===== src/design/triangle_tangent_from_uv_unit_macros.svh =====
// ----------------------------------------------------------------------------
// Assertion macros for the triangle tangent unit
// Shared wrappers around concurrent assertions on clk, with and without reset
// ----------------------------------------------------------------------------
`ifndef TRIANGLE_TANGENT_FROM_UV_UNIT_MACROS_SVH
`define TRIANGLE_TANGENT_FROM_UV_UNIT_MACROS_SVH

// checked only outside reset
`define TTUV_ASSERT(lbl, prop, msg) \
  lbl: assert property (@(posedge clk) disable iff (rst) prop) else $error(msg);

// checked at every edge, reset included
`define TTUV_ASSERT_ALWAYS(lbl, prop, msg) \
  lbl: assert property (@(posedge clk) prop) else $error(msg);

`endif


===== src/design/ttuv_pkg.sv =====
// ----------------------------------------------------------------------------
// ttuv_pkg
// Widths, triangle record and sequencer states shared by the tangent unit
// ----------------------------------------------------------------------------
package ttuv_pkg;

  localparam int FIELD_W = 32;   // input coordinate field
  localparam int DIFF_W  = 33;   // edge / uv difference
  localparam int OPA_W   = 34;   // multiplicand, room for negation
  localparam int CHUNK_W = 11;   // multiplier digit
  localparam int PROD_W  = OPA_W + CHUNK_W + 1;
  localparam int ACC_W   = 69;   // products summed, flip-safe
  localparam int MAG_W   = 68;   // tangent magnitude
  localparam int NORM_W  = 30;   // normalised magnitude bits
  localparam int SUM_W   = 62;   // sum of squares
  localparam int RT_W    = 64;   // square root working width
  localparam int LEN_W   = 31;   // root
  localparam int NUM_W   = 48;   // division numerator
  localparam int QUO_W   = 18;   // quotient bits
  localparam int REM_W   = 31;
  localparam int TAN_W   = 18;   // Q1.16 output
  localparam int QDEPTH  = 2;
  localparam int PTR_W   = 1;
  localparam int CNT_W   = 2;
  localparam logic [QUO_W-1:0] UNITY = QUO_W'(65536);

  typedef logic signed [DIFF_W-1:0] diff_t;

  typedef struct packed {
    diff_t                    du10;
    diff_t                    dt10;
    diff_t                    du20;
    diff_t                    dt20;
    logic [2:0][DIFF_W-1:0]   e10;
    logic [2:0][DIFF_W-1:0]   e20;
  } tri_t;

  typedef enum logic [2:0] {
    B_IDLE, B_MUL, B_MAG, B_NORM, B_SQ, B_SQRT, B_DIV, B_EMIT
  } bstate_t;

endpackage


===== src/design/ttuv_queue.sv =====
// ----------------------------------------------------------------------------
// ttuv_queue
// Short queue of triangle records between front and back
// ----------------------------------------------------------------------------
`include "triangle_tangent_from_uv_unit_macros.svh"

module ttuv_queue import ttuv_pkg::*; (
  input  logic clk,
  input  logic rst,
  input  logic push,
  input  tri_t push_data,
  output logic full,
  input  logic pop,
  output logic head_valid,
  output tri_t head_data
);

  tri_t             entries [QDEPTH];
  logic [PTR_W-1:0] wr_ptr;
  logic [PTR_W-1:0] rd_ptr;
  logic [CNT_W-1:0] cnt;
  logic             do_push;
  logic             do_pop;

  assign full       = (cnt == CNT_W'(QDEPTH));
  assign head_valid = (cnt != '0);
  assign head_data  = entries[rd_ptr];
  assign do_push    = push && !full;
  assign do_pop     = pop && head_valid;

  always_ff @(posedge clk) begin
    if (rst) begin
      wr_ptr <= '0;
      rd_ptr <= '0;
      cnt    <= '0;
    end else begin
      if (do_push) wr_ptr <= (wr_ptr == PTR_W'(QDEPTH - 1)) ? '0 : wr_ptr + 1'b1;
      if (do_pop)  rd_ptr <= (rd_ptr == PTR_W'(QDEPTH - 1)) ? '0 : rd_ptr + 1'b1;
      cnt <= cnt + CNT_W'(do_push) - CNT_W'(do_pop);
    end
  end

  always_ff @(posedge clk) begin
    if (do_push) entries[wr_ptr] <= push_data;
  end

  `TTUV_ASSERT(a_cnt_bound, cnt <= CNT_W'(QDEPTH), "queue over depth")
  `TTUV_ASSERT(a_no_push_full, push |-> !full, "push into full queue")
  `TTUV_ASSERT(a_fill, (do_push && !do_pop) |=> cnt == $past(cnt) + 1'b1, "fill count slip")

endmodule


===== config.mk =====
export PLATFORM = sky130hd
export DESIGN_NAME = ttuv_queue
export DESIGN_NICKNAME = d
export VERILOG_FILES = /design/src/design/ttuv_pkg.sv /design/src/design/ttuv_queue.sv
export VERILOG_INCLUDE_DIRS = /design/src /design/src/design
export SDC_FILE = /design/constraint.sdc
export NUM_CORES = 1
export LEC_CHECK = 0
export ABC_AREA = 1
export BUFFER_PORTS_ARGS = -buffer_cell sky130_fd_sc_hd__buf_4
export CORE_AREA = 2 2 258 260
export CTS_CLUSTER_SIZE = 14
export DETAILED_ROUTE_END_ITERATION = 6
export DIE_AREA = 0 0 260 262
export REMOVE_ABC_BUFFERS = 1
export SKIP_LAST_GASP = 1
export SYNTH_ARGS = -nofsm -noshare
export SYNTH_HDL_FRONTEND = slang
export SYNTH_SLANG_ARGS = --single-unit

===== constraint.sdc =====
create_clock -name clk -period 17.35 [get_ports clk]
set_input_delay 0 -clock clk [delete_from_list [all_inputs] [get_ports clk]]
set_output_delay 0 -clock clk [all_outputs]
set_load 0.02 [all_outputs]

# ---- Yosys cells after proc, flatten, opt, wreduce, memory -nomap -nowiden
# Memories as Yosys holds them, arrays and structs flattened. A register that Yosys moved wholly into a read port is not among the register bits.
# Cells that the tools add are included.
# W data, S select, Z words.
dict set report word_totals {
  elab_cells 19
  regBits 4
  memories 1
  mem_bits_rw 660
}
dict set report classes {
  n_eq_ne 1
  mux 6
  add_sub_neg 4
  reduce_logical 4
}
# memory words width rd rd_ports_with_merged_regs write_ports line_no
set mem_list {}
lappend mem_list {entries 2 330 1 1 1 ttuv_queue.sv:18} ;# tri_t entries [QDEPTH];
# operator n
set op_table {}
lappend op_table {{$mux W1} 6}
lappend op_table {{$add A1 B1 Y1 const B} 2}
lappend op_table {{$add A2 B1 Y2} 1}
lappend op_table {{$eq A2 B2 Y1 const B} 1}
lappend op_table {{$logic_and A1 B1 Y1} 2}
lappend op_table {{$reduce_bool A2 Y1} 1}
lappend op_table {{$sub A2 B1 Y2} 1}
lappend op_table {{$logic_not A1 Y1} 1}

# ---- Longest topological paths before layout
dict set report depth {
  ltp_word 5
  depth_mapped 11
}

# ---- Worst setup path after synthesis
# No wires, ideal clock.
dict set report synth_path {
  path_type {register -> register}
  start {register cnt[0]}
  end {memory entries[0][0] (netlist bit), enable pin}
  stages_incl_launch_ff 5
  arrival_ps 14221
  setup_ps 1027
  setup_slack_ps 2102
  synth_period_minus_slack_ps 15248
  path_cell_list {dfxtp_1 -> inv_1 -> nand2_1 -> nand2_1 -> nor2_1}
}
dict set report synth_via {
  elab_chain_cells 5
}
# item line_no
set synth_lines {}
lappend synth_lines {{start, declared} ttuv_queue.sv:21} ;# logic [CNT_W-1:0] cnt;
lappend synth_lines {{start signal, assigned} ttuv_queue.sv:39} ;# cnt <= cnt + CNT_W'(do_push) - CNT_W'(do_pop);
lappend synth_lines {{$eq A2 B2 Y1} ttuv_queue.sv:25} ;# assign full = (cnt == CNT_W'(QDEPTH));
lappend synth_lines {{$logic_not A1 Y1} ttuv_queue.sv:28} ;# assign do_push = push && !full;
lappend synth_lines {{$logic_and A1 B1 Y1} ttuv_queue.sv:28}
lappend synth_lines {{$mux W1} ttuv_queue.sv:44} ;# if (do_push) entries[wr_ptr] <= push_data;
lappend synth_lines {{$mux W1 (not written as such)} ttuv_queue.sv:44}
lappend synth_lines {{end, declared} ttuv_queue.sv:18}
# No other way between the ends.

# ---- Worst setup path in the final report
dict set report layout_path {
  start {register cnt[0]}
  end {memory entries[0][196] (netlist bit), enable pin}
}
# Same word-level chain as after synthesis.

==> out/results.ini <==
[run_status]
status = finished, final reports clean

[worst_setup_path]
endpoint_kind = register
crit_arrival_ps = 4530
start_kind = register
crit_type = register to register
r2r_setup_slack_ps = 13020
crit_required_ps = 17550
r2r_start = cnt[0]$_SDFF_PP0_
reg2reg_depth = 7
regToRegEndpoint = entries[0][196]$_DFFE_PP_
cp_max_fo = 69

[timing]
grt_setup_unrepaired = false
fin_setup_tns_ps = 0
max_freq_mhz = 231
worstMarginPinSlew_ps = 1140
slew_viol_final = 0
finalSetupViolations = 0
fin_crit_sh_pct = 24.9
setup_ws_ps = 13020
slew_headroom_pct = 23.8
hold_violations = 0
fin_crit_ps = 4330
skew_ps = 20.0

[finish]
drive_gt1_share_pct = 51.2
final_common_cell = buf_4
final_cell_mix = buf_4 (674), edfxtp_1 (660), dlygate4sd3_1 (333)
final_cells = 3032
nFillCells = 5022
final_core_util_pct = 56.2
syn2layout_area_growth_pct = 43.4
final_nets = 2449
final_area_um2 = 36700

[power_and_ir_drop]
irDropWorstVdd_v = 0.0000857
p_leak_uw = 0.0143
power_density_nw_per_um2 = 141

[clock_tree]
clk_path_buf_depth = 3
htree_levels = 3
clk_pin_slew_ps = 60
cts_buffers = 73
post-cts-setup-buffer-count = 0
insertion_delay_ps = 600
cts_tree = done
clkSinkCount = 665
ctsRootBufferMaster = clkbuf_16

[place]
post_dp_cell_area_um2 = 31100
dp_hpwl_mm = 40.8
port_buffers = 665
preCtsSetupSlack_ps = 12980
place_congestion = 0.767
place_inst = 2569

[min_path]
hold_depth = 2
hp-start = push_data[78]
whs_endpoint = entries[0][78]$_DFFE_PP_
min_path_type = input pin to register

[floorplanning]
die_w_um = 260
die-area_um2 = 68100
boundaryPins = 666
start_util_pct = 39.2
chipHeight_um = 262
rows = 94
core_area_um2 = 65300

[synthesis]
avgSynthCellArea_um2 = 24.0
yosys_warnings = 0
ys_seq_area_share_pct = 77.8
synth_cell_types = 13
synth_area_um2 = 25600
syn_inst = 1066
synth-seq-cells = 665

[drt]
vias = 13800
firstDrtPassIters = 5
ant_nets = 0
drt-initial-drc-count = 895
drc = 0
vias_per_cell = 4.55
drt_wl_total_mm = 61.6
wl_per_cell_um = 20.3

[global_routing]
grt_pass1_vias = 14900
grt_overflow_total = 0
antenna_found_initial = 4
grt_pass1_wl_mm = 88.4
grt_max_degree = 131
track_usage_pct = 17.3

[run]
cap_violations = 0

## worst max path at each step
stage | startpoint | to | slack, ps | cells past startpoint
finish | cnt[0]$_SDFF_PP0_ | entries[0][196]$_DFFE_PP_ | 13020 | 7
global route | cnt[0]$_SDFF_PP0_ | entries[0][264]$_DFFE_PP_ | 12720 | 7
CTS | cnt[0]$_SDFF_PP0_ | entries[0][215]$_DFFE_PP_ | 12970 | 7
detailed placement | cnt[0]$_SDFF_PP0_ | entries[0][108]$_DFFE_PP_ | 12980 | 7
global placement | cnt[0]$_SDFF_PP0_ | entries[0][117]$_DFFE_PP_ | 13050 | 7
floorplan | cnt[0]$_SDFF_PP0_ | entries[0][0]$_DFFE_PP_ | 2100 | 4
## registers in the layout, indices dropped and copies added, names as in the netlist, named ones only
signal,count
cnt,2
entries,660
rd_ptr,1
wr_ptr,1
## cell usage after synthesis (all sizes together)
| cell type | n | area (um^2) |
|---|---|---|
| edfxtp | 660 | 19800 |
| mux2 | 330 | 4840 |
| buf | 37 | 687 |
| inv | 10 | 37.5 |
| nor2 | 9 | 33.8 |
| nand2 | 8 | 30.0 |
| dfxtp | 5 | 100 |
| nand3 | 3 | 15.0 |
| a21oi | 2 | 10.0 |
| ha | 2 | 25.0 |
## cell families (layout without fill, tap and decap cells)
kind of cell,Yosys count,after routing,synth area share (%)
mux,330,330,18.9
flops,665,665,77.8
other cells,0,1,0
fa+ha+maj,2,2,0.0977
simple gates,20,20,0.308
buf+inv,47,1148,2.83
compound gates,2,2,0.0391
## critical path: stages, from the launching register on
cell	delay, ps
dfxtp_1	350
inv_1	70
nand2_1	130
nand2_1	130
nor2_4	650
buf_4	730
buf_4	840
buf_4	830
## routing by layer
layer / wire [um] / global-route usage [%] / vias up
li1: - / - / 6332
met1: 22100 / 19.0 / 6867
met2: 32700 / 31.0 / 470
met3: 5040 / 5.84 / 114
met4: 1660 / 6.39 / 6
met5: 29 / 0 / -
## where the power goes
part	internal, uW	total (uW)	switching (uW)
clock	863	1470	605
combinational	768	1600	830
sequential	2040	2110	65.1
## per-stage QoR
step                hold WS, ps  power [uW]
finish                      129        5170
CTS                        82.8        5240
floorplan                  71.2        3510
global route               99.4        5380
detailed placement          174        3690
global placement            173        3670
## final cells by class
class | count | area (um^2) | share of cell area, %
Sequential cell | 665 | 19900 | 54.3
Timing Repair Buffer | 1009 | 8430 | 23.0
Multi-Input combinational cell | 354 | 4960 | 13.5
Clock buffer | 87 | 1920 | 5.24
Tap cell | 864 | 1080 | 2.95
Clock inverter | 42 | 333 | 0.907
Inverter | 10 | 45.0 | 0.123
Antenna cell | 1 | 2.50 | 0.00682
## timing repair
| action | 4_1_cts | 5_1_grt |
|---|---|---|
| endpoints found under the hold margin | 665 | 0 |
| gates resized for setup | 0 | 0 |
| hold buffers | 333 | 0 |
Note: power is estimated with default switching activity, not from simulation.
