## src/design/triangle_tangent_from_uv_unit_macros.svh

```systemverilog
// ----------------------------------------------------------------------------
// Assertion macros for the triangle tangent unit
// Shared wrappers around concurrent assertions on clk, with and without reset
// ----------------------------------------------------------------------------
`ifndef TRIANGLE_TANGENT_FROM_UV_UNIT_MACROS_SVH
`define TRIANGLE_TANGENT_FROM_UV_UNIT_MACROS_SVH

// checked only outside reset
`define TTUV_ASSERT(lbl, prop, msg) \
  lbl: assert property (@(posedge clk) disable iff (rst) prop) else $error(msg);

// checked at every edge, reset included
`define TTUV_ASSERT_ALWAYS(lbl, prop, msg) \
  lbl: assert property (@(posedge clk) prop) else $error(msg);

`endif

```

## src/design/ttuv_pkg.sv

```systemverilog
// ----------------------------------------------------------------------------
// ttuv_pkg
// Widths, triangle record and sequencer states shared by the tangent unit
// ----------------------------------------------------------------------------
package ttuv_pkg;

  localparam int FIELD_W = 32;   // input coordinate field
  localparam int DIFF_W  = 33;   // edge / uv difference
  localparam int OPA_W   = 34;   // multiplicand, room for negation
  localparam int CHUNK_W = 11;   // multiplier digit
  localparam int PROD_W  = OPA_W + CHUNK_W + 1;
  localparam int ACC_W   = 69;   // products summed, flip-safe
  localparam int MAG_W   = 68;   // tangent magnitude
  localparam int NORM_W  = 30;   // normalised magnitude bits
  localparam int SUM_W   = 62;   // sum of squares
  localparam int RT_W    = 64;   // square root working width
  localparam int LEN_W   = 31;   // root
  localparam int NUM_W   = 48;   // division numerator
  localparam int QUO_W   = 18;   // quotient bits
  localparam int REM_W   = 31;
  localparam int TAN_W   = 18;   // Q1.16 output
  localparam int QDEPTH  = 2;
  localparam int PTR_W   = 1;
  localparam int CNT_W   = 2;
  localparam logic [QUO_W-1:0] UNITY = QUO_W'(65536);

  typedef logic signed [DIFF_W-1:0] diff_t;

  typedef struct packed {
    diff_t                    du10;
    diff_t                    dt10;
    diff_t                    du20;
    diff_t                    dt20;
    logic [2:0][DIFF_W-1:0]   e10;
    logic [2:0][DIFF_W-1:0]   e20;
  } tri_t;

  typedef enum logic [2:0] {
    B_IDLE, B_MUL, B_MAG, B_NORM, B_SQ, B_SQRT, B_DIV, B_EMIT
  } bstate_t;

endpackage

```

## src/design/ttuv_front.sv

```systemverilog
// ----------------------------------------------------------------------------
// ttuv_front
// Holds the first two corners and turns the third into a difference record
// ----------------------------------------------------------------------------
module ttuv_front import ttuv_pkg::*; #(
  parameter int COORD_WIDTH = 32
) (
  input  logic                      clk,
  input  logic                      rst,
  input  logic                      in_valid,
  output logic                      in_stall,
  input  logic signed [FIELD_W-1:0] pos_x,
  input  logic signed [FIELD_W-1:0] pos_y,
  input  logic signed [FIELD_W-1:0] pos_z,
  input  logic signed [FIELD_W-1:0] tex_u,
  input  logic signed [FIELD_W-1:0] tex_v,
  input  logic                      end_of_mesh,
  output logic                      push,
  output tri_t                      push_data,
  input  logic                      q_full
);

  localparam int CW = (COORD_WIDTH > FIELD_W) ? FIELD_W : COORD_WIDTH;
  localparam int SH = FIELD_W - CW;

  logic signed [FIELD_W-1:0] c [5];
  logic signed [FIELD_W-1:0] slot0 [5];
  logic signed [FIELD_W-1:0] slot1 [5];
  logic [1:0] corner_count;
  logic       accept;

  // keep the low CW bits, sign-extended
  assign c[0] = $signed(pos_x << SH) >>> SH;
  assign c[1] = $signed(pos_y << SH) >>> SH;
  assign c[2] = $signed(pos_z << SH) >>> SH;
  assign c[3] = $signed(tex_u << SH) >>> SH;
  assign c[4] = $signed(tex_v << SH) >>> SH;

  assign in_stall = (corner_count == 2'd2) && q_full;
  assign accept   = in_valid && !in_stall;
  assign push     = accept && (corner_count == 2'd2);

  always_ff @(posedge clk) begin
    if (rst) begin
      corner_count <= 2'd0;
    end else if (accept) begin
      if (corner_count == 2'd2 || end_of_mesh) corner_count <= 2'd0;
      else corner_count <= corner_count + 2'd1;
    end
  end

  always_ff @(posedge clk) begin
    if (accept && corner_count == 2'd0) slot0 <= c;
    if (accept && corner_count == 2'd1) slot1 <= c;
  end

  function automatic diff_t dif(input logic signed [FIELD_W-1:0] a,
                                input logic signed [FIELD_W-1:0] b);
    dif = DIFF_W'(a) - DIFF_W'(b);
  endfunction

  always_comb begin
    push_data.du10 = dif(slot1[3], slot0[3]);
    push_data.dt10 = dif(slot1[4], slot0[4]);
    push_data.du20 = dif(c[3], slot0[3]);
    push_data.dt20 = dif(c[4], slot0[4]);
    for (int i = 0; i < 3; i++) begin
      push_data.e10[i] = dif(slot1[i], slot0[i]);
      push_data.e20[i] = dif(c[i], slot0[i]);
    end
  end

endmodule

```

## config.mk

```make
export PLATFORM = sky130hd
export DESIGN_NAME = ttuv_front
export DESIGN_NICKNAME = d
export VERILOG_FILES = /design/src/design/triangle_tangent_from_uv_unit_macros.svh /design/src/design/ttuv_pkg.sv /design/src/design/ttuv_front.sv
export SDC_FILE = /design/constraint.sdc
export NUM_CORES = 1
export LEC_CHECK = 0
export BUFFER_PORTS_ARGS = -buffer_cell sky130_fd_sc_hd__buf_2
export CAP_MARGIN = 20
export CORE_UTILIZATION = 44
export DETAILED_ROUTE_END_ITERATION = 8
export MAX_ROUTING_LAYER = met4
export PLACE_DENSITY = 0.72
export SKIP_LAST_GASP = 1
export SLEW_MARGIN = 20
export SYNTH_ARGS = -nofsm -noshare
export SYNTH_HDL_FRONTEND = slang
export SYNTH_SLANG_ARGS = --single-unit
```

## constraint.sdc

```tcl
create_clock -name clk -period 14.2 [get_ports clk]
set_input_delay 1.42 -clock clk [delete_from_list [all_inputs] [get_ports clk]]
set_output_delay 1.42 -clock clk [all_outputs]
set_load 0.01 [all_outputs]
```

## Yosys cells after proc, flatten, opt, wreduce, memory -nomap -nowiden

Index checks and enable logic that the tools add are counted.

- $add $sub $neg: 11
- Equal/unequal tests: 2
- Muxes and demuxes: 1
- Reductions and logical operators: 8

Operators with widths:

| cell | number |
|---|---|
| subtractor 32 x 32 -> 33 bit | 10 |
| logical AND 1 bit | 5 |
| adder 2 x 1 -> 2 bit, second input constant | 1 |
| == test 2 x 1 -> 1 bit, second input constant | 1 |
| == test 2 bit, second input constant | 1 |
| zero test 2 bit | 1 |
| 2-to-1 mux 2 bit | 1 |
| zero test 1 bit | 1 |
| logical OR 1 bit | 1 |

- Register bits after elaboration: 322
- Bits of input ports: 165
- Output and inout bits: 332
- Logic and storage cells: 33

## Depth between registers and ports, before layout

Gate-level depths: netlist of run 1.

- Depth after elaboration: 5
- Depth in mapped cells: 13
- Gate-level depth less buffers: 13

## Least setup slack after synthesis of run 1

OpenSTA, ideal clock, no wires.

- Path type: in2reg
- Start point: input q_full
- End point: register slot0[0] (netlist bit) (enable)
- Setup time: 540 ps
- Data arrival time: 5267 ps
- Data required time: 13660 ps
- Slack: 8393 ps
- Cell stages on the path: 2
- Buffers on the path: 0
- Cells stage by stage: nand2_1 and3_1

- Word-level cells in the longest chain between the ends: 4

RTL lines:

| item | RTL line | source |
|---|---|---|
| start: declaration | ttuv_front.sv:20 | `input logic q_full` |
| logical AND 1 bit | ttuv_front.sv:39 | `assign in_stall = (corner_count == 2'd2) && q_full;` |
| zero test 1 bit | ttuv_front.sv:40 | `assign accept = in_valid && !in_stall;` |
| logical AND 1 bit | ttuv_front.sv:40 |  |
| logical AND 1 bit | ttuv_front.sv:53 | `if (accept && corner_count == 2'd0) slot0 <= c;` |
| end signal: assignment | ttuv_front.sv:53 |  |
| end: declaration | ttuv_front.sv:27 | `logic signed [FIELD_W-1:0] slot0 [5];` |

Every way passes these cells.
A chain may end at the register's enable or synchronous reset.

==> results of run 1 <==
## where the power goes
| part | total (W) | switching (W) | leakage, nW | internal [W] |
|---|---|---|---|---|
| combinational | 0.00116 | 0.000694 | 10.3 | 0.000469 |
| clock | 0.000945 | 0.000392 | 0.578 | 0.000552 |
| sequential | 0.00111 | 0.0000116 | 3.01 | 0.00110 |
| total | 0.00322 | 0.00110 | 13.9 | 0.00212 |
## kinds of logic after synthesis
group | after synthesis | synth area share
mux | 2 | 0.000778
flops | 322 | 0.375
fa+ha+maj | 333 | 0.165
buf+inv | 287 | 0.0419
simple gates | 599 | 0.114
compound gates | 852 | 0.217
xor+xnor | 257 | 0.0875
## per-stage QoR
stage	std cells	power, W	area [um^2]	worst slack [ps]
final	3969	0.00322	30300	8190
after global routing	3967	0.00338	30300	7900
after CTS	3960	0.00324	30300	8160
after detailed placement	3891	0.00228	29100	8170
after floorplan	2652	0.00187	25700	8390
after global placement	3891	0.00228	29100	8190
## flip-flops by register name, summed over array words and instances (netlist names)
signal,cells
slot0,160
slot1,160
corner_count,2
## cell usage in the layout, fill, tap and decap left out, drive strengths merged, types with 8 or more instances in the layout
| cell | count |
|---|---|
| buf | 501 |
| ha | 323 |
| edfxtp | 320 |
| inv | 262 |
| a21oi | 252 |
| xnor2 | 192 |
| nor2 | 177 |
| o21ai | 147 |
| a21o | 137 |
| nand2 | 127 |
| o21a | 67 |
| xor2 | 65 |
| nor2b | 55 |
| clkbuf | 51 |
| nand3 | 47 |
| nand2b | 47 |
| nor3 | 37 |
| and3 | 33 |
| o21bai | 31 |
| a31oi | 30 |
| nand4 | 23 |
| o211ai | 22 |
| a211oi | 20 |
| o31ai | 17 |
| o31a | 16 |
| and2 | 14 |
| a21boi | 14 |
| clkinv | 12 |
| a211o | 10 |
| or2 | 10 |
| fa | 10 |
| a41oi | 10 |
| or3 | 10 |
| diode | 9 |
| a221oi | 9 |
| o2111ai | 9 |
| o22ai | 9 |
| a311oi | 8 |
## path summary, 6_finish.rpt
check                     to  cells past startpoint  slack [ps]             from
max           push_data[228]                     15        8190         tex_v[0]
min          corner_count[1]                      2         520  corner_count[1]
max reg2reg       slot1[144]                      5       11530  corner_count[0]
min reg2reg  corner_count[1]                      2         520  corner_count[1]
## worst min-delay path: cells and delay by family, from the launching register on
| family | cells | cell delay (ps) |
|---|---|---|
| DFF | 1 | 350 |
| AOI/OAI and AO/OA | 1 | 60 |
| and+or+nand+nor | 1 | 70 |
## layout make-up
| type | instances | area (um^2) |
|---|---|---|
| Antenna cell | 9 | 22.5 |
| Clock buffer | 51 | 1040 |
| Clock inverter | 18 | 149 |
| Fill cell | 5319 | 27400 |
| Inverter | 260 | 976 |
| Multi-Input combinational cell | 2043 | 15000 |
| Sequential cell | 322 | 9650 |
| Tap cell | 765 | 957 |
| Timing Repair Buffer | 501 | 2520 |
## layer usage
layer | share of wire | global-route usage
met1 | 0.43 | 0.284
met3 | 0.053 | 0.0335
met2 | 0.49 | 0.405
met5 | 0 | -
met4 | 0.033 | 0.0827
==> results.cfg, run 1 <==
[synthesis]
synthCells = 2652
synth_edf_count = 320
ys_seq_area_frac = 0.375
synth_commonest_cells = 323 x ha_1, 320 x edfxtp_1, 260 x inv_1
synth_nets = 3150
synth_area_leaders = edfxtp_1 37%, ha_1 16%, xnor2_1 6.5%
avgSynthCellArea_um2 = 9.71
synthFlopType = edfxtp_1
yosysTopAreaCell = edfxtp_1
yosys_register_bits = 322
ys.warnings.count = 0
synth_top_area_frac = 0.373
synth_area_um2 = 25700
yosys.cell_types.count = 82
synthMostInstantiatedCell = ha_1
ys_async_sr_fraction = 0

[setup_path]
critPathRequiredTime_ps = 12780
slowest_delay_ps = 410
crit_chain = buf_2 -> inv_1 -> ha_1 -> fa_1 -> nor2b_1 -> o31a_1 -> o311ai_1 -> o211ai_1 -> nand3_1 -> a31oi_1 -> a41oi_1 -> o21ai_0 -> a21oi_1 -> xnor2_1 -> buf_2
cp_max_fo = 4
cpMostUsedCell = buf_2
endpoint_kind = output port
worst-path-buf-inv = 3
cpMaxStageDelayCell = fa_1
cp.arrival_ps = 4590
start_kind = input pin
critical_path.top_delay_family = compound AO/OA/AOI/OAI gates
critPathKind = in2out

[sta]
slew_viol_final = 0
period_share = 0.423
setup_viol = 0
finalHoldViolCount = 0
finalSetupTns_ps = 0
relSlewSlack = 0.314
max_freq_mhz = 166
min_period_ps = 6010
rsz0062_at_grt = false
finClkSkew_ps = 12.6
tightestPinTransition_ps = 1030
timing.hold.ws_ps = 518

[job]
max-cap-violations = 0

[detailed_routing]
via_count = 21700
via_per_inst = 5.47
drtIter0Drc = 942
totalWireLength_mm = 70.7
first_pass_iters = 5
ant_nets = 0
wl_per_cell_um = 17.8
drc = 0

[layout]
nets = 3664
finalCoreUtilization = 0.526
area_growth_pct = 17.9
drive_gt1_frac = 0.185

[place]
dp_hpwl_mm = 56.8
io_buffers = 496
gp_congestion = 0.947

[clock_network]
clock_latency_ps = 560
clk_pin_slew_worst_paths_ps = 60
cts_resized = 0
cts_hold_buf = 0
clockRootBuffer = clkbuf_16
clkSinkCount = 322
clockBufferDepth = 3
htree_levels = 2
cts_tree = done
cts_buffers = 38
cts_setup_buffers = 0

[pwr]
p_per_area_nw_per_um2 = 106
p_leak_nw = 13.9
ir_worst_vdd_v = 0.0000858

[die]
row_count = 88
die_h_um = 244
start_util = 0.446
die-width_um = 244
pin_count = 497
core_area_um2 = 57700
die_area_um2 = 59500

[global_route]
grt-ovfl-total = 0
first_global_vias = 21200
antenna_found_initial = 9
grt_pass1_wl_mm = 110
grt_max_degree = 73
gr-usage-all-layers = 0.237

[min_path]
min_path_type = reg2reg

[status]
outcome = finished clean
No activity file was read; power rests on OpenSTA's default activity.
==> run 2: changes to the inputs <==
- ABC_AREA: not set -> 1
- clock period: 14.2 -> 5.5 ns (I/O delays scaled with it)
==> results.cfg, run 2 <==
[sta]
finalHoldViolCount = 0
tightestPinTransition_ps = 834
min_period_ps = 3390
timing.hold.ws_ps = 165
setup_ws_ps = 2110
relSlewSlack = 0.444
finClkSkew_ps = 23.9
setup_viol = 0
period_share = 0.617
rsz0062_at_grt = false
slew_viol_final = 0
max_freq_mhz = 295

[global_route]
grt-ovfl-total = 0
first_global_vias = 32200
grt_max_degree = 122
antenna_found_initial = 28
grt_pass1_wl_mm = 170
gr-usage-all-layers = 0.273

[synthesis]
synth_top_area_frac = 0.275
ys_async_sr_fraction = 0
synth_edf_count = 320
yosysTopAreaCell = edfxtp_1
synth_area_leaders = edfxtp_1 28%, nand2_1 27%, inv_1 15%
ys.warnings.count = 0
avgSynthCellArea_um2 = 6.06
yosys_register_bits = 322
synthMostInstantiatedCell = nand2_1
synth_area_um2 = 34900
synth_commonest_cells = 2491 x nand2_1, 1436 x inv_1, 416 x nor2_1
ys_seq_area_frac = 0.276
synth_nets = 6262
yosys.cell_types.count = 23
synthCells = 5764
synthFlopType = edfxtp_1

[clock_network]
cts_tree = done
cts_buffers = 39
htree_levels = 2
cts_hold_buf = 0
cts_setup_buffers = 0
clk_pin_slew_worst_paths_ps = 60
clock_latency_ps = 580
clockRootBuffer = clkbuf_16
clkSinkCount = 322
cts_resized = 0
clockBufferDepth = 3

[layout]
drive_gt1_frac = 0.101
finalCoreUtilization = 0.514
final_common_cell = nand2_1
layout_common_cells = 2491 x nand2_1, 1436 x inv_1, 496 x buf_2, 414 x nor2_1, 323 x ha_1
reg_top3 = slot0 x160, slot1 x160, corner_count x2
final_area_um2 = 40100
nets = 6797
area_growth_pct = 14.7

[status]
outcome = finished clean

[pwr]
p_leak_nw = 25.0
total_power_w = 0.00954
p_per_area_nw_per_um2 = 238
ir_worst_vdd_v = 0.000201

[die]
start_util = 0.448
pin_count = 497
row_count = 102
die_area_um2 = 80500
die-width_um = 284
die_h_um = 284
core_area_um2 = 78000

[setup_path]
cp.arrival_ps = 2840
start_kind = flop
cp_max_fo = 3
critPathKind = reg2out
cpMaxStageDelayCell = fa_1
critPathRequiredTime_ps = 4950
crit_chain = ha_1 -> fa_1 -> inv_1 -> nand2_1 -> nand2_1 -> nand3_1 -> nand2_1 -> nand2_1 -> nand2_2 -> xor2_1 -> buf_2
endpoint_kind = output port
cpMostUsedCell = nand2_1
slowest_delay_ps = 420

[detailed_routing]
via_count = 34700
wl_per_cell_um = 14.7
first_pass_iters = 5
drtIter0Drc = 2043
via_per_inst = 4.69
drc = 0
totalWireLength_mm = 108
ant_nets = 0

[place]
dp_hpwl_mm = 93.4
dp_slack_ps = 2450
io_buffers = 496
placed_cell_area_um2 = 38700
gp_congestion = 0.981

[min_path]
min_path_type = in2reg

[job]
max-cap-violations = 0
-- run 2: cell type report --
type	count	area (um^2)
Clock inverter	26	289
Fill cell	8218	37900
Inverter	1436	5390
Antenna cell	18	45.0
Tap cell	1040	1300
Multi-Input combinational cell	4000	19800
Clock buffer	45	998
Sequential cell	322	9650
Timing Repair Buffer	500	2540
-- run 2: cells by family (layout without fill, tap and decap cells) --
family | Yosys count | after routing | synth area share
AND/OR/NAND/NOR | 3287 | 3287 | 0.374
other | 0 | 18 | 0
XOR/XNOR | 150 | 150 | 0.0376
AO/OA/AOI/OAI | 230 | 230 | 0.0353
buffers and inverters | 1442 | 2007 | 0.156
adder cells (fa/ha/maj) | 333 | 333 | 0.121
flip-flops | 322 | 322 | 0.276
-- run 2: layer usage --
metal / routed length [um] / track usage
met5: 0 / -
met4: 3440 / 0.0801
met3: 6960 / 0.0435
met2: 51300 / 0.463
met1: 46700 / 0.332
-- run 2: report_power, final --
part | switching, W | internal, W | leakage (nW)
logic | 0.00266 | 0.00134 | 21.4
clock network | 0.00108 | 0.00155 | 0.627
registers | 0.0000355 | 0.00286 | 2.99
total | 0.00378 | 0.00576 | 25.0
-- run 2: stage by stage --
step,setup TNS (ps),cells
floorplan,-846230,5764
detailed placement,0,7298
CTS,0,7369
global route,0,7380
finish,0,7387
global placement,0,7298
-- run 2: worst paths after layout --
check | startpoint | to | slack [ps] | cells after the start
worst max-delay path | slot0[32] | push_data[313] | 2110 | 11
worst min-delay path | rst | corner_count[1] | 170 | 2
worst max register to register | corner_count[0] | slot1[146] | 2980 | 6
worst min register to register | corner_count[1] | corner_count[1] | 530 | 2
-- run 2: worst max-delay path: cells and delay by family (launching register included) --
kind | cells | cell delay, ps
fa+ha+maj | 2 | 670
simple gates | 6 | 550
flops | 1 | 400
buf+inv | 2 | 320
xor+xnor | 1 | 320
==> run 3: changes to the inputs <==
- PLACE_DENSITY: 0.72 -> 0.7
- clock period: 5.5 -> 3.35 ns (I/O delays scaled with it)
==> results.cfg, run 3 (synthesized netlist as in run 2, its figures left out) <==
[sta]
max_freq_mhz = 315
finClkSkew_ps = 15.7
period_share = 0.947
tightestPinTransition_ps = 590
min_period_ps = 3170
rsz0062_at_grt = false
finalHoldViolCount = 0
relSlewSlack = 0.606
setup_viol = 0
slew_viol_final = 0
finalSetupTns_ps = 0

[place]
io_buffers = 496
dp_hpwl_mm = 94.8
dp_cells = 7301
gp_congestion = 0.983

[layout]
n_fill_cell = 8049
reg_top3 = slot0 x160, slot1 x160, corner_count x2
area_growth_pct = 19.3
fin_cells = 7527
layout_common_cells = 2487 x nand2_1, 1435 x inv_1, 496 x buf_2, 414 x nor2_1, 322 x ha_1
nets = 6950
seq_area_um2 = 9650
multi_input_area_um2 = 19900
final_common_cell = nand2_1
drive_gt1_frac = 0.0998

[detailed_routing]
first_pass_iters = 5
ant_nets = 0
drtIter0Drc = 1924
drc = 0
via_per_inst = 4.67
wl_per_cell_um = 14.7
totalWireLength_mm = 111
via_count = 35200

[min_path]
hold_path_depth = 1
hold_path_startpoint = tex_u[31]
worst_hold_path.endpoint = slot1[63]
min_path_type = in2reg

[pwr]
ir_worst_vdd_v = 0.000422
p_leak_nw = 25.7
p_per_area_nw_per_um2 = 382
total_power_w = 0.0159

[die]
row_count = 102
die-width_um = 284
die_h_um = 284
die_area_um2 = 80500
core_area_um2 = 78000
pin_count = 497
start_util = 0.448

[clock_network]
cts_setup_buffers = 0
cts_buffers = 40
clkSinkCount = 322
htree_levels = 2
cts_tree = done
clock_latency_ps = 560
clockBufferDepth = 3
clk_pin_slew_worst_paths_ps = 60
clockRootBuffer = clkbuf_16

[setup_path]
cp_max_fo = 3
r2r_slack_ps = 1400
critPathKind = in2out
r2r-start = corner_count[0]
reg2regPathDepth = 6
worstReg2RegEnd = slot0[148]
endpoint_kind = output port
crit_path_start = pos_z[0]
critPathRequiredTime_ps = 3010
start_kind = input pin
cp.arrival_ps = 2840

[status]
outcome = finished clean

[job]
max-cap-violations = 0

[global_route]
gr-usage-all-layers = 0.280
grt_max_degree = 97
antenna_found_initial = 12
first_global_vias = 33500
grt-ovfl-total = 0
grt_pass1_wl_mm = 174
==> run 3: worst max-delay path by stage <==
stage                     to  slack, ps  depth (start not counted)
2_1_floorplan       slot0[0]       -130                          5
3_3_place_gp   push_data[82]        740                         13
3_5_place_dp   push_data[82]        700                         13
4_1_cts        push_data[82]        140                         14
5_1_grt        push_data[94]         40                         17
6_report       push_data[82]        180                         14
==> run 3: layout make-up <==
| type | count | area share |
|---|---|---|
| Inverter | 1436 | 0.129 |
| Tap cell | 1040 | 0.0313 |
| Sequential cell | 322 | 0.232 |
| Antenna cell | 11 | 0.000661 |
| Timing Repair Buffer | 652 | 0.0982 |
| Clock buffer | 45 | 0.0250 |
| Multi-Input combinational cell | 4000 | 0.477 |
| Clock inverter | 21 | 0.00616 |
==> run 3: metal layers <==
metal / vias to the layer above / share of wire / global-route usage
met4: 0 / 0.037 / 0.0980
met1: 15500 / 0.45 / 0.350
met2: 866 / 0.46 / 0.465
met5: - / 0 / -
li1: 18600 / - / -
met3: 185 / 0.054 / 0.0309
==> run 3: power breakdown <==
| part | internal, W | leakage (nW) | total [W] | switching [W] |
|---|---|---|---|---|
| logic | 0.00233 | 22.1 | 0.00677 | 0.00445 |
| registers | 0.00470 | 2.99 | 0.00476 | 0.0000599 |
| clock network | 0.00262 | 0.628 | 0.00436 | 0.00174 |
==> run 3: what timing repair did <==
action,CTS,global route
hold buffers,148,1
resized for setup,0,3
hold endpoints to repair,293,2
endpoints found under the setup margin,0,7
==> run 3: worst max-delay path: stages <==
cell           delay (ps)
dlygate4sd3_1         520
buf_2                 110
inv_1                  40
ha_1                  210
fa_1                  400
inv_1                 110
nand2_1                60
nand2_1                70
nand3_1                90
nand2_2               130
nand2_1                80
nand2_2               120
xor2_1                350
buf_2                 210
==> run 3: per-stage QoR <==
| stage | hold WS, ps | instance area (um^2) | setup slack [ps] | utilization |
|---|---|---|---|---|
| finish | 30.7 | 41600 | 177 | 0.534 |
| global route | 5.44 | 41600 | 43.1 | 0.534 |
| CTS | 0.286 | 41600 | 144 | 0.533 |
| detailed placement | 520 | 38800 | 703 | 0.498 |
| global placement | 507 | 38800 | 742 | 0.498 |
| floorplan | 406 | 35000 | -133 | - |
